## src/rtl/pisp_pkg.sv

```systemverilog
package pisp_pkg;

  localparam int unsigned MAX_PARAMS  = 15;
  localparam int unsigned STORE_DEPTH = MAX_PARAMS + 1;
  localparam int unsigned IDX_W       = $clog2(STORE_DEPTH);
  localparam int unsigned CNT_W       = $clog2(STORE_DEPTH + 1);
  localparam int unsigned WORD_W      = 32;
  localparam int unsigned CFG_IDX_W   = 2;
  localparam int unsigned KIND_W      = 3;

  typedef enum logic [CFG_IDX_W-1:0] {
    CFG_MS_CODE     = 2'd0,
    CFG_US_CODE     = 2'd1,
    CFG_RST_CODE    = 2'd2,
    CFG_RST_PRESENT = 2'd3
  } pisp_cfg_idx_t;

  typedef enum logic [KIND_W-1:0] {
    KIND_CMD   = 3'd0,
    KIND_MS    = 3'd1,
    KIND_US    = 3'd2,
    KIND_RST   = 3'd3,
    KIND_NORST = 3'd4,
    KIND_ERR   = 3'd5
  } pisp_kind_t;

  typedef enum logic [2:0] {
    PH_CMD,
    PH_COUNT,
    PH_PARAMS,
    PH_MS,
    PH_US,
    PH_RST,
    PH_HALT
  } pisp_phase_t;

  typedef enum logic {
    ST_PARSE,
    ST_EMIT
  } pisp_state_t;

  localparam logic [WORD_W-1:0] MS_CODE_RST  = 32'hFFFF_FFFD;
  localparam logic [WORD_W-1:0] US_CODE_RST  = 32'hFFFF_FFFE;
  localparam logic [WORD_W-1:0] RST_CODE_RST = 32'hFFFF_FFFF;

  typedef struct packed {
    logic code_ms;
    logic code_us;
    logic code_rst;
    logic rst_present;
    logic count_over;
    logic count_zero;
    logic params_done;
    logic emit_last;
    logic out_free;
  } pisp_status_t;

  typedef struct packed {
    logic       clear_counts;
    logic       store_first;
    logic       set_count;
    logic       store_param;
    logic       load_single;
    pisp_kind_t single_kind;
    logic       emit_start;
    logic       emit_word;
  } pisp_cmd_t;

endpackage

```

## src/rtl/pisp_if.sv

```systemverilog
interface pisp_req_if;
  logic                          valid;
  logic                          ready;
  logic [pisp_pkg::WORD_W-1:0]   seq_word;
  logic                          sequence_start;

  modport source (output valid, output seq_word, output sequence_start, input ready);
  modport sink   (input valid, input seq_word, input sequence_start, output ready);
endinterface

interface pisp_rsp_if;
  logic                          valid;
  logic                          ready;
  logic [pisp_pkg::KIND_W-1:0]   result_kind;
  logic [pisp_pkg::WORD_W-1:0]   result_value;
  logic                          run_last;

  modport source (output valid, output result_kind, output result_value, output run_last,
                  input ready);
  modport sink   (input valid, input result_kind, input result_value, input run_last,
                  output ready);
endinterface

```

## src/rtl/pisp_ctrl.sv

```systemverilog
module pisp_ctrl (
  input  logic                   clk,
  input  logic                   rst,
  input  logic                   req_valid,
  input  logic                   sequence_start,
  output logic                   req_ready,
  input  pisp_pkg::pisp_status_t status,
  output pisp_pkg::pisp_cmd_t    cmd
);

  pisp_pkg::pisp_state_t state, state_next;
  pisp_pkg::pisp_phase_t phase, phase_next;
  pisp_pkg::pisp_phase_t eff_phase;
  logic                  accept;

  always_ff @(posedge clk) begin
    if (rst) begin
      state <= pisp_pkg::ST_PARSE;
      phase <= pisp_pkg::PH_CMD;
    end else begin
      state <= state_next;
      phase <= phase_next;
    end
  end

  assign req_ready = (state == pisp_pkg::ST_PARSE) && status.out_free;
  assign accept    = req_valid && req_ready;
  // a sequence start parses its word as a fresh command position
  assign eff_phase = sequence_start ? pisp_pkg::PH_CMD : phase;

  always_comb begin
    state_next       = state;
    phase_next       = phase;
    cmd              = '0;
    cmd.single_kind  = pisp_pkg::KIND_CMD;
    unique case (state)
      pisp_pkg::ST_PARSE: begin
        if (accept) begin
          cmd.clear_counts = sequence_start;
          unique case (eff_phase)
            pisp_pkg::PH_CMD: begin
              priority if (status.code_ms) begin
                phase_next = pisp_pkg::PH_MS;
              end else if (status.code_us) begin
                phase_next = pisp_pkg::PH_US;
              end else if (status.code_rst) begin
                phase_next = pisp_pkg::PH_RST;
              end else begin
                cmd.store_first = 1'b1;
                phase_next      = pisp_pkg::PH_COUNT;
              end
            end
            pisp_pkg::PH_COUNT: begin
              if (status.count_over) begin
                cmd.load_single  = 1'b1;
                cmd.single_kind  = pisp_pkg::KIND_ERR;
                cmd.clear_counts = 1'b1;
                phase_next       = pisp_pkg::PH_HALT;
              end else begin
                cmd.set_count = 1'b1;
                if (status.count_zero) begin
                  cmd.emit_start = 1'b1;
                  state_next     = pisp_pkg::ST_EMIT;
                  phase_next     = pisp_pkg::PH_CMD;
                end else begin
                  phase_next = pisp_pkg::PH_PARAMS;
                end
              end
            end
            pisp_pkg::PH_PARAMS: begin
              cmd.store_param = 1'b1;
              if (status.params_done) begin
                cmd.emit_start = 1'b1;
                state_next     = pisp_pkg::ST_EMIT;
                phase_next     = pisp_pkg::PH_CMD;
              end
            end
            pisp_pkg::PH_MS: begin
              cmd.load_single = 1'b1;
              cmd.single_kind = pisp_pkg::KIND_MS;
              phase_next      = pisp_pkg::PH_CMD;
            end
            pisp_pkg::PH_US: begin
              cmd.load_single = 1'b1;
              cmd.single_kind = pisp_pkg::KIND_US;
              phase_next      = pisp_pkg::PH_CMD;
            end
            pisp_pkg::PH_RST: begin
              cmd.load_single = 1'b1;
              cmd.single_kind = status.rst_present ? pisp_pkg::KIND_RST
                                                   : pisp_pkg::KIND_NORST;
              phase_next      = pisp_pkg::PH_CMD;
            end
            pisp_pkg::PH_HALT: begin
              // drop everything until the next sequence start
            end
            default: begin
              phase_next = pisp_pkg::PH_CMD;
            end
          endcase
        end
      end
      pisp_pkg::ST_EMIT: begin
        if (status.out_free) begin
          cmd.emit_word = 1'b1;
          if (status.emit_last) begin
            cmd.clear_counts = 1'b1;
            state_next       = pisp_pkg::ST_PARSE;
          end
        end
      end
      default: begin
        state_next = pisp_pkg::ST_PARSE;
      end
    endcase
  end

endmodule

```

## src/rtl/pisp_dpath.sv

```systemverilog
module pisp_dpath (
  input  logic                                  clk,
  input  logic                                  rst,
  input  logic                                  cfg_we,
  input  logic [pisp_pkg::CFG_IDX_W-1:0]        cfg_index,
  input  logic [pisp_pkg::WORD_W-1:0]           cfg_data,
  input  logic [pisp_pkg::WORD_W-1:0]           seq_word,
  input  pisp_pkg::pisp_cmd_t                   cmd,
  output pisp_pkg::pisp_status_t                status,
  input  logic                                  rsp_ready,
  output logic                                  rsp_valid,
  output logic [pisp_pkg::KIND_W-1:0]           result_kind,
  output logic [pisp_pkg::WORD_W-1:0]           result_value,
  output logic                                  run_last
);

  logic [pisp_pkg::WORD_W-1:0] ms_code;
  logic [pisp_pkg::WORD_W-1:0] us_code;
  logic [pisp_pkg::WORD_W-1:0] rst_code;
  logic                        rst_present;

  logic [pisp_pkg::WORD_W-1:0] store [pisp_pkg::STORE_DEPTH];
  logic [pisp_pkg::CNT_W-1:0]  fill_count;
  logic [pisp_pkg::CNT_W-1:0]  expected_count;
  logic [pisp_pkg::IDX_W-1:0]  emit_idx;
  logic                        store_we;
  logic [pisp_pkg::IDX_W-1:0]  store_addr;
  logic [pisp_pkg::CNT_W-1:0]  fill_inc;
  logic [pisp_pkg::CNT_W-1:0]  emit_pos;
  logic [pisp_pkg::WORD_W-1:0] single_value;

  always_ff @(posedge clk) begin
    if (rst) begin
      ms_code     <= pisp_pkg::MS_CODE_RST;
      us_code     <= pisp_pkg::US_CODE_RST;
      rst_code    <= pisp_pkg::RST_CODE_RST;
      rst_present <= 1'b0;
    end else if (cfg_we) begin
      unique case (pisp_pkg::pisp_cfg_idx_t'(cfg_index))
        pisp_pkg::CFG_MS_CODE:     ms_code     <= cfg_data;
        pisp_pkg::CFG_US_CODE:     us_code     <= cfg_data;
        pisp_pkg::CFG_RST_CODE:    rst_code    <= cfg_data;
        pisp_pkg::CFG_RST_PRESENT: rst_present <= cfg_data[0];
        default: begin
        end
      endcase
    end
  end

  assign store_we   = cmd.store_first || cmd.store_param;
  assign store_addr = cmd.store_first ? '0 : fill_count[pisp_pkg::IDX_W-1:0];
  assign fill_inc   = fill_count + pisp_pkg::CNT_W'(1);
  assign emit_pos   = pisp_pkg::CNT_W'(emit_idx) + pisp_pkg::CNT_W'(1);

  always_ff @(posedge clk) begin
    if (store_we) begin
      store[store_addr] <= seq_word;
    end
  end

  always_ff @(posedge clk) begin
    if (rst) begin
      fill_count     <= '0;
      expected_count <= '0;
      emit_idx       <= '0;
    end else begin
      priority if (cmd.store_first) begin
        fill_count <= pisp_pkg::CNT_W'(1);
      end else if (cmd.store_param) begin
        fill_count <= fill_inc;
      end else if (cmd.clear_counts) begin
        fill_count <= '0;
      end
      priority if (cmd.set_count) begin
        // count is known to be at most MAX_PARAMS here
        expected_count <= seq_word[pisp_pkg::CNT_W-1:0] + pisp_pkg::CNT_W'(1);
      end else if (cmd.clear_counts) begin
        expected_count <= '0;
      end
      priority if (cmd.emit_start) begin
        emit_idx <= '0;
      end else if (cmd.emit_word) begin
        emit_idx <= emit_idx + pisp_pkg::IDX_W'(1);
      end
    end
  end

  always_comb begin
    unique case (cmd.single_kind)
      pisp_pkg::KIND_MS,
      pisp_pkg::KIND_US,
      pisp_pkg::KIND_ERR:   single_value = seq_word;
      pisp_pkg::KIND_RST:   single_value = {{(pisp_pkg::WORD_W-1){1'b0}}, |seq_word};
      pisp_pkg::KIND_NORST: single_value = '0;
      default:              single_value = '0;
    endcase
  end

  // output register: hold until taken, reload when free
  always_ff @(posedge clk) begin
    if (rst) begin
      rsp_valid <= 1'b0;
    end else if (cmd.load_single || cmd.emit_word) begin
      rsp_valid <= 1'b1;
    end else if (rsp_ready) begin
      rsp_valid <= 1'b0;
    end
  end

  always_ff @(posedge clk) begin
    if (cmd.emit_word) begin
      result_kind  <= pisp_pkg::KIND_CMD;
      result_value <= store[emit_idx];
      run_last     <= (emit_pos == expected_count);
    end else if (cmd.load_single) begin
      result_kind  <= cmd.single_kind;
      result_value <= single_value;
      run_last     <= 1'b1;
    end
  end

  assign status.code_ms     = (seq_word == ms_code);
  assign status.code_us     = (seq_word == us_code);
  assign status.code_rst    = (seq_word == rst_code);
  assign status.rst_present = rst_present;
  assign status.count_over  = (seq_word > pisp_pkg::WORD_W'(pisp_pkg::MAX_PARAMS));
  assign status.count_zero  = (seq_word == '0);
  assign status.params_done = (fill_inc >= expected_count);
  assign status.emit_last   = (emit_pos == expected_count);
  assign status.out_free    = !rsp_valid || rsp_ready;

endmodule

```

## src/rtl/panel_init_sequence_parser.sv

```systemverilog
// Channel  Dir  Handshake      Payload
// req      in   valid/ready    seq_word[31:0], sequence_start
// rsp      out  valid/ready    result_kind[2:0], result_value[31:0], run_last
// cfg      in   cfg_we only    cfg_index[1:0], cfg_data[31:0]
//
// A word is taken while the parser is parsing and the output register is free or being drained.
// A completed command with n parameters leaves as n+1 results, one buffer read per
// cycle while rsp is not stalled, through the output register; req.ready stays low until the last is loaded.
// Delay, reset-line and error requests give one result straight from the accepting cycle.
// Synchronous reset restores the codes and returns the parser to the command position.
// A stalled rsp holds its result; the parser waits on the same register.
module panel_init_sequence_parser (
  input  logic                           clk,
  input  logic                           rst,
  pisp_req_if.sink                       req,
  pisp_rsp_if.source                     rsp,
  input  logic                           cfg_we,
  input  logic [pisp_pkg::CFG_IDX_W-1:0] cfg_index,
  input  logic [pisp_pkg::WORD_W-1:0]    cfg_data
);

  pisp_pkg::pisp_status_t status;
  pisp_pkg::pisp_cmd_t    cmd;

  pisp_ctrl u_ctrl (
    .clk            (clk),
    .rst            (rst),
    .req_valid      (req.valid),
    .sequence_start (req.sequence_start),
    .req_ready      (req.ready),
    .status         (status),
    .cmd            (cmd)
  );

  pisp_dpath u_dpath (
    .clk          (clk),
    .rst          (rst),
    .cfg_we       (cfg_we),
    .cfg_index    (cfg_index),
    .cfg_data     (cfg_data),
    .seq_word     (req.seq_word),
    .cmd          (cmd),
    .status       (status),
    .rsp_ready    (rsp.ready),
    .rsp_valid    (rsp.valid),
    .result_kind  (rsp.result_kind),
    .result_value (rsp.result_value),
    .run_last     (rsp.run_last)
  );

endmodule

```

## src/flat_wrapper.sv

```systemverilog
// flat-port wrapper written by rule: the top's interface ports become plain ports
module panel_init_sequence_parser_flat 
  (clk, rst, cfg_we, cfg_index, cfg_data, req_valid, req_seq_word, req_sequence_start, req_ready, rsp_valid, rsp_result_kind, rsp_result_value, rsp_run_last, rsp_ready);
  pisp_req_if req_i ();
  pisp_rsp_if rsp_i ();
  input  logic clk;
  input  logic rst;
  input  logic cfg_we;
  input  logic [pisp_pkg::CFG_IDX_W-1:0] cfg_index;
  input  logic [pisp_pkg::WORD_W-1:0] cfg_data;
  input wire logic [$bits(req_i.valid)-1:0] req_valid;
  input wire logic [$bits(req_i.seq_word)-1:0] req_seq_word;
  input wire logic [$bits(req_i.sequence_start)-1:0] req_sequence_start;
  output wire logic [$bits(req_i.ready)-1:0] req_ready;
  output wire logic [$bits(rsp_i.valid)-1:0] rsp_valid;
  output wire logic [$bits(rsp_i.result_kind)-1:0] rsp_result_kind;
  output wire logic [$bits(rsp_i.result_value)-1:0] rsp_result_value;
  output wire logic [$bits(rsp_i.run_last)-1:0] rsp_run_last;
  input wire logic [$bits(rsp_i.ready)-1:0] rsp_ready;
  assign req_i.valid = req_valid;
  assign req_i.seq_word = req_seq_word;
  assign req_i.sequence_start = req_sequence_start;
  assign req_ready = req_i.ready;
  assign rsp_valid = rsp_i.valid;
  assign rsp_result_kind = rsp_i.result_kind;
  assign rsp_result_value = rsp_i.result_value;
  assign rsp_run_last = rsp_i.run_last;
  assign rsp_i.ready = rsp_ready;
  panel_init_sequence_parser u_core (.clk(clk), .rst(rst), .req(req_i), .rsp(rsp_i), .cfg_we(cfg_we), .cfg_index(cfg_index), .cfg_data(cfg_data));
endmodule
```

## config.mk

```make
export PLATFORM = sky130hd
export DESIGN_NAME = panel_init_sequence_parser_flat
export DESIGN_NICKNAME = d
export VERILOG_FILES = /design/src/rtl/pisp_pkg.sv /design/src/rtl/pisp_if.sv /design/src/rtl/pisp_ctrl.sv /design/src/rtl/pisp_dpath.sv /design/src/rtl/panel_init_sequence_parser.sv /design/src/flat_wrapper.sv
export SDC_FILE = /design/constraint.sdc
export NUM_CORES = 1
export LEC_CHECK = 0
export BUFFER_PORTS_ARGS = -buffer_cell sky130_fd_sc_hd__buf_2
export CORE_ASPECT_RATIO = 1.25
export CORE_MARGIN = 3
export CORE_UTILIZATION = 50
export CTS_BUF_LIST = sky130_fd_sc_hd__clkbuf_4 sky130_fd_sc_hd__clkbuf_8 sky130_fd_sc_hd__clkbuf_16
export DETAILED_ROUTE_END_ITERATION = 7
export GPL_TIMING_DRIVEN = 0
export PLACE_DENSITY = 0.72
export SYNTH_ARGS = -nofsm -noshare
export SYNTH_HDL_FRONTEND = slang
export SYNTH_SLANG_ARGS = --single-unit
export TNS_END_PERCENT = 5
```

## constraint.sdc

```tcl
create_clock -name clk -period 9.85 [get_ports clk]
set_clock_uncertainty 0.15 [all_clocks]
set_input_delay 0.985 -clock clk [delete_from_list [all_inputs] [get_ports clk]]
set_output_delay 0.985 -clock clk [all_outputs]
set_load 0.02 [all_outputs]
```

==> flow_summary.json, run 1 <==
{
  "crit_chain": "buf_2, buf_2, xor2_1, nor4_1, nand4_1, nor2_1, nor3b_1, o211a_2, buf_12",
  "post_cts_resized": 0,
  "post-synth-top-count-cell": "edfxtp_1",
  "synth_compound_area_frac": 0.0260,
  "synth_simple_gate_area_frac": 0.0649,
  "dr.max_layer_used": "met5",
  "power.density_nw_per_um2": 187,
  "finalCritPeriodShare": 0.413,
  "routed-wl-met3_um": 4470,
  "start_util": 0.508,
  "critPathMaxFanout": 18,
  "synthTopCellsByArea": "edfxtp_1 (61%), mux4_2 (13%), dfxtp_1 (9.2%)",
  "synthTopCellsByCount": "edfxtp_1 (545), nand2_1 (179), mux4_2 (160)",
  "grt_use_total": 0.242,
  "pwr-share-clk": 0.400,
  "synth_edf_count": 545,
  "area_growth_pct": 14.5,
  "synth_cell_types": 61,
  "netlist_area_um2": 26900,
  "worst_pin_slew_ns": 1.12,
  "report.final.hold_viol_count": 0,
  "routedWlPerCell_um": 27.4,
  "ys_ff_latch": 668,
  "post_dp_cell_area_um2": 28800,
  "ys_warn_count": 0,
  "drtAntennaViolNets": 0,
  "route.vias.total": 15053,
  "seqPwrFrac": 0.541,
  "place_hpwl_um": 45800,
  "synth_xor_area_frac": 0.0358,
  "yosys.area_share.adder": 0.00418,
  "cts_tree": "yes",
  "antenna_found_initial": 5,
  "io_pins": 110,
  "grt_first_pass_wirelength_um": 100000,
  "slew_headroom": 0.253,
  "io_buffer_count": 108,
  "muxShareOfSynthArea": 0.146,
  "grt_max_degree": 24,
  "fmax_ghz": 0.246,
  "post-route-util": 0.582,
  "crit_top_cell": "buf_2",
  "synth_top_area_cell": "edfxtp_1",
  "syn_nets": 1645,
  "cp_data_arrival_time_ns": 4.24,
  "synth_top_cell_area_share": 0.608,
  "initialDrtViolationCount": 1470,
  "fillerInstances": 3936,
  "ys.flop_type": "edfxtp_1",
  "cts.sinks": 668,
  "stdcell_count": 2489,
  "numCtsBuffers": 60,
  "die_h_um": 265,
  "period_needed_ns": 4.07,
  "drc": 0,
  "dr.pass1.iters": 5,
  "hp-class": "flip-flop to flip-flop",
  "swShare": 0.217,
  "dpl_worst_slack_ns": 5.15,
  "syn_area_per_cell_um2": 17.2,
  "setup_violations": 0,
  "drive_gt1_frac": 0.264,
  "wl_met1_um": 25900,
  "hold-worst-slack_ns": 0.323,
  "final_area_um2": 30800,
  "status": "complete, no violations",
  "cts_setup_buffers": 0,
  "totalWireLength_um": 68200,
  "h-tree-depth": 2,
  "crit_type": "input pin to flip-flop",
  "irDropWorstVdd_mv": 0.145,
  "place_inst": 2376,
  "vias_per_cell": 6.05,
  "yosysSeqAreaShare": 0.700,
  "postSynth.asyncResetShare": 0,
  "rsz0062_at_grt": "false",
  "path_delay_family": "simple AND/OR/NAND/NOR gates",
  "cts_root_buffer": "clkbuf_16",
  "cpPeakStageDelay_ns": 0.77,
  "tns_ns": 0,
  "hold_buffers": 0,
  "synth_top_family_by_area": "multiplexers",
  "critical_path.endpoint_type": "flip-flop",
  "finalPower_mw": 5.77,
  "first_global_vias": 15612,
  "postLayoutSetupSlackWorst_ns": 5.78,
  "required_ns": 10.02,
  "clk_transition_reported_paths_ns": 0.06,
  "nets": 1847,
  "slowest_stage": "nor3b_1",
  "postSynthCellCount": 1564,
  "gp_congestion": 0.907,
  "dr_wl_met2_um": 34900,
  "p_comb_frac": 0.059,
  "finalMaxSlewViolations": 0,
  "power_leakage_nw": 10.1,
  "core_um2": 52900,
  "intPower_mw": 4.52,
  "die_area_um2": 56700,
  "start_kind": "input pin",
  "num_rows": 94,
  "p_sw_mw": 1.25,
  "critPathBufInv": 3,
  "clkLatencyLatePin_ns": 0.63,
  "die_x_um": 213,
  "grt-ovfl-total": 0,
  "clockBufferDepth": 3,
  "cap_violations": 0
}
## layout make-up
cell class / instances / area [um2] / area share
antenna: 3 / 7.51 / 0.000244
clock buffer: 79 / 1660 / 0.0539
timing repair buffer: 140 / 986 / 0.0320
sequential: 668 / 18800 / 0.611
buffer: 113 / 584 / 0.0190
tap: 672 / 841 / 0.0273
multi-input combinational: 772 / 7570 / 0.246
clock inverter: 31 / 283 / 0.00918
inverter: 11 / 41.3 / 0.00134
## final timing paths
check | start | to | slack (ns) | depth (start not counted)
setup / recovery | req_seq_word[0] | u_core.u_dpath.store[8][26]$_DFFE_PP_ | 5.78 | 9
hold / removal | u_core.u_dpath.result_kind[1]$_SDFFE_PP0P_ | u_core.u_dpath.result_kind[1]$_SDFFE_PP0P_ | 0.32 | 2
setup reg to reg | u_core.u_ctrl.phase[0]$_SDFFE_PP0P_ | u_core.u_dpath.store[15][17]$_DFFE_PP_ | 6.40 | 7
hold reg to reg | u_core.u_dpath.result_kind[1]$_SDFFE_PP0P_ | u_core.u_dpath.result_kind[1]$_SDFFE_PP0P_ | 0.32 | 2
## power groups by stage
stage          Combinational, mW  Sequential [mW]  Clock, mW
2_1_floorplan              0.181             3.20          0
3_5_place_dp               0.341             3.18          0
5_1_grt                    0.366             3.12       2.45
3_3_place_gp               0.325             3.18          0
6_report                   0.342             3.12       2.31
4_1_cts                    0.343             3.12       2.34
## per-layer routing
metal	GRT usage	vias up
met5	0	-
met4	0.100	6
met3	0.0454	176
met2	0.415	650
met1	0.305	7753
li1	-	6468
## state kept, by name (all words and copies together), names as in the netlist, named ones only
name / flops
u_core.u_ctrl.phase: 3
u_core.u_ctrl.state: 1
u_core.u_dpath.emit_idx: 4
u_core.u_dpath.expected_count: 5
u_core.u_dpath.fill_count: 5
u_core.u_dpath.ms_code: 32
u_core.u_dpath.result_kind: 3
u_core.u_dpath.result_value: 32
u_core.u_dpath.rsp_valid: 1
u_core.u_dpath.rst_code: 32
u_core.u_dpath.rst_present: 1
u_core.u_dpath.run_last: 1
u_core.u_dpath.store: 512
u_core.u_dpath.us_code: 32
## logic make-up after synthesis
group                    after synthesis
flip-flops                           668
AND/OR/NAND/NOR                      373
multiplexers                         193
buffers and inverters                124
XOR/XNOR                             110
AO/OA/AOI/OAI                         87
adder cells (fa/ha/maj)                9
## worst min-delay path: stages (launching register included)
cell	delay (ns)
dfxtp_1	0.31
inv_1	0.04
o21ai_0	0.07
## placed cells by master, fill, tap and decap left out, types with 18 or more instances in the layout
cell type	n
a22o_1	31
buf_2	140
nand3_1	75
dfxtp_1	123
nand2_1	178
edfxtp_1	545
nor2_1	32
clkbuf_16	61
clkbuf_1	52
buf_4	23
xnor2_1	41
nor4_1	23
mux2i_1	33
mux4_2	160
clkbuf_4	18
xor2_1	69
No activity file was read; power rests on OpenSTA's default activity.
==> run 2: changes to the inputs <==
clock period = 3.8 ns   (was 9.85 ns; I/O delays follow)
==> run 2 against run 1 <==
First-iteration DRC count is 5.1% higher. Setup slack worse by 5.7 ns. Global-route usage is 0.55 points higher. Largest cell class unchanged. Highest routed layer is now met4.
==> flow_summary.json, run 2 (synthesis results as in run 1) <==
{
  "finalMaxSlewViolations": 0,
  "antenna_found_initial": 1,
  "critPathMaxFanout": 17,
  "drtAntennaViolNets": 0,
  "crit_chain": "dlygate4sd3_1, buf_2, buf_2, xnor2_1, nand4_1, nor4_1, a211oi_1, nor3b_2, o211a_2, buf_12",
  "cap_violations": 0,
  "cpPeakStageDelay_ns": 0.93,
  "hp-class": "input pin to flip-flop",
  "io_buffer_count": 108,
  "finalCritPeriodShare": 0.989,
  "cp_data_arrival_time_ns": 3.99,
  "area_growth_pct": 17.4,
  "grt-ovfl-total": 0,
  "routed-wl-met3_um": 5280,
  "numCtsBuffers": 60,
  "num_rows": 94,
  "nets": 1910,
  "dr.pass1.iters": 7,
  "io_pins": 110,
  "grt_use_total": 0.248,
  "die_h_um": 265,
  "postLayoutSetupSlackWorst_ns": 0.0403,
  "grt_first_pass_wirelength_um": 102000,
  "final_cell_mix": "edfxtp_1 (545), nand2_1 (178), mux4_2 (160)",
  "rsz0062_at_grt": "false",
  "fmax_ghz": 0.266,
  "top_register": "u_core.u_dpath.store",
  "clk_transition_reported_paths_ns": 0.07,
  "status": "complete, no violations",
  "route.vias.total": 15380,
  "power.density_nw_per_um2": 485,
  "gp_congestion": 0.907,
  "drc": 0,
  "report.final.hold_viol_count": 0,
  "multi_input_area_um2": 7590,
  "period_needed_ns": 3.76,
  "initialDrtViolationCount": 1545,
  "post_dp_cell_area_um2": 28900,
  "post-route-util": 0.597,
  "core_um2": 52900,
  "cts.sinks": 668,
  "largest_reg_flops": 512,
  "clockBufferDepth": 3,
  "die_area_um2": 56700,
  "start_util": 0.508,
  "wl_met1_um": 25100,
  "irDropWorstVdd_mv": 0.376,
  "dr.max_layer_used": "met4",
  "place_hpwl_um": 45600,
  "critical_path.endpoint_type": "flip-flop",
  "dr_wl_met2_um": 35700,
  "drive_gt1_frac": 0.255,
  "required_ns": 4.03,
  "die_x_um": 213,
  "crit_type": "input pin to flip-flop",
  "first_global_vias": 15911,
  "path_delay_family": "buffers and inverters",
  "fillerInstances": 3813,
  "start_kind": "input pin",
  "h-tree-depth": 2,
  "power_leakage_nw": 10.4,
  "vias_per_cell": 6.03,
  "setup_violations": 0,
  "slew_headroom": 0.249,
  "dpl_worst_slack_ns": -0.254,
  "final_area_um2": 31600,
  "slowest_stage": "nor4_1",
  "crit_top_cell": "buf_2",
  "cts_root_buffer": "clkbuf_16",
  "final_common_cell": "edfxtp_1",
  "regArea_um2": 18800,
  "cts_tree": "yes",
  "grt_max_degree": 24,
  "critPathBufInv": 4,
  "routedWlPerCell_um": 27.0,
  "worst_pin_slew_ns": 1.12,
  "tns_ns": 0,
  "totalWireLength_um": 69000,
  "clkLatencyLatePin_ns": 0.63
}
[run 2: cell count changes in the layout (fill, tap and decap cells not counted), moves of 5 or more]
cell           previous run  this run
buf_4                    23        15
dlygate4sd3_1             0        67
bufinv_16                 4         9
clkbuf_4                 18        10
clkinvlp_4                2         7
[run 2: worst register-to-register path: cells and delay by family (launching register included)]
family / cells / cell delay (ns)
flip-flops: 1 / 0.30
buffers and inverters: 3 / 0.58
AND/OR/NAND/NOR: 4 / 2.09
[run 2: per-stage QoR]
| step | instances | total power [mW] | hold slack (ns) |
|---|---|---|---|
| floorplan | 1564 | 8.75 | 0.298 |
| global placement | 2344 | 9.09 | 0.306 |
| detailed placement | 2372 | 9.13 | 0.315 |
| CTS | 2549 | 15.4 | 0.00259 |
| global route | 2549 | 15.8 | 0.0242 |
| finish | 2550 | 15.3 | 0.00388 |
[run 2: layout make-up]
cell class,instances,area share
Sequential cell,668,0.596
Multi-Input combinational cell,772,0.240
Timing Repair Buffer,203,0.0527
Clock buffer,70,0.0499
Tap cell,672,0.0266
Buffer,113,0.0185
Clock inverter,40,0.0148
Inverter,11,0.00131
Antenna cell,1,0.0000792
[run 2: worst paths after layout]
check / startpoint / to / slack, ns / depth (start not counted)
worst max-delay path: req_seq_word[19] / u_core.u_dpath.store[8][19]$_DFFE_PP_ / 0.04 / 10
worst min-delay path: cfg_index[1] / u_core.u_dpath.rst_present$_SDFFE_PP0P_ / 0.004 / 4
worst max register to register: u_core.u_ctrl.phase[0]$_SDFFE_PP0P_ / u_core.u_dpath.store[13][22]$_DFFE_PP_ / 0.37 / 7
worst min register to register: u_core.u_dpath.result_kind[0]$_SDFFE_PP0P_ / u_core.u_dpath.result_kind[0]$_SDFFE_PP0P_ / 0.32 / 2
[run 2: per-layer routing]
metal | up-vias | global-route usage
li1 | 6603 | -
met1 | 7860 | 0.314
met2 | 748 | 0.427
met3 | 169 | 0.0425
met4 | 0 | 0.0988
met5 | - | 0
[run 2: report_power, final]
group	switching, mW	internal, mW	total [mW]
clock network	2.69	3.59	6.28
logic	0.572	0.377	0.949
registers	0.0616	8.03	8.09
total	3.32	12.0	15.3
[run 2: repair_timing]
action,CTS,global route
hold endpoints to repair,601,0
setup endpoints to repair,0,23
gates resized for setup,0,2
setup buffers,0,0
hold buffers,67,0
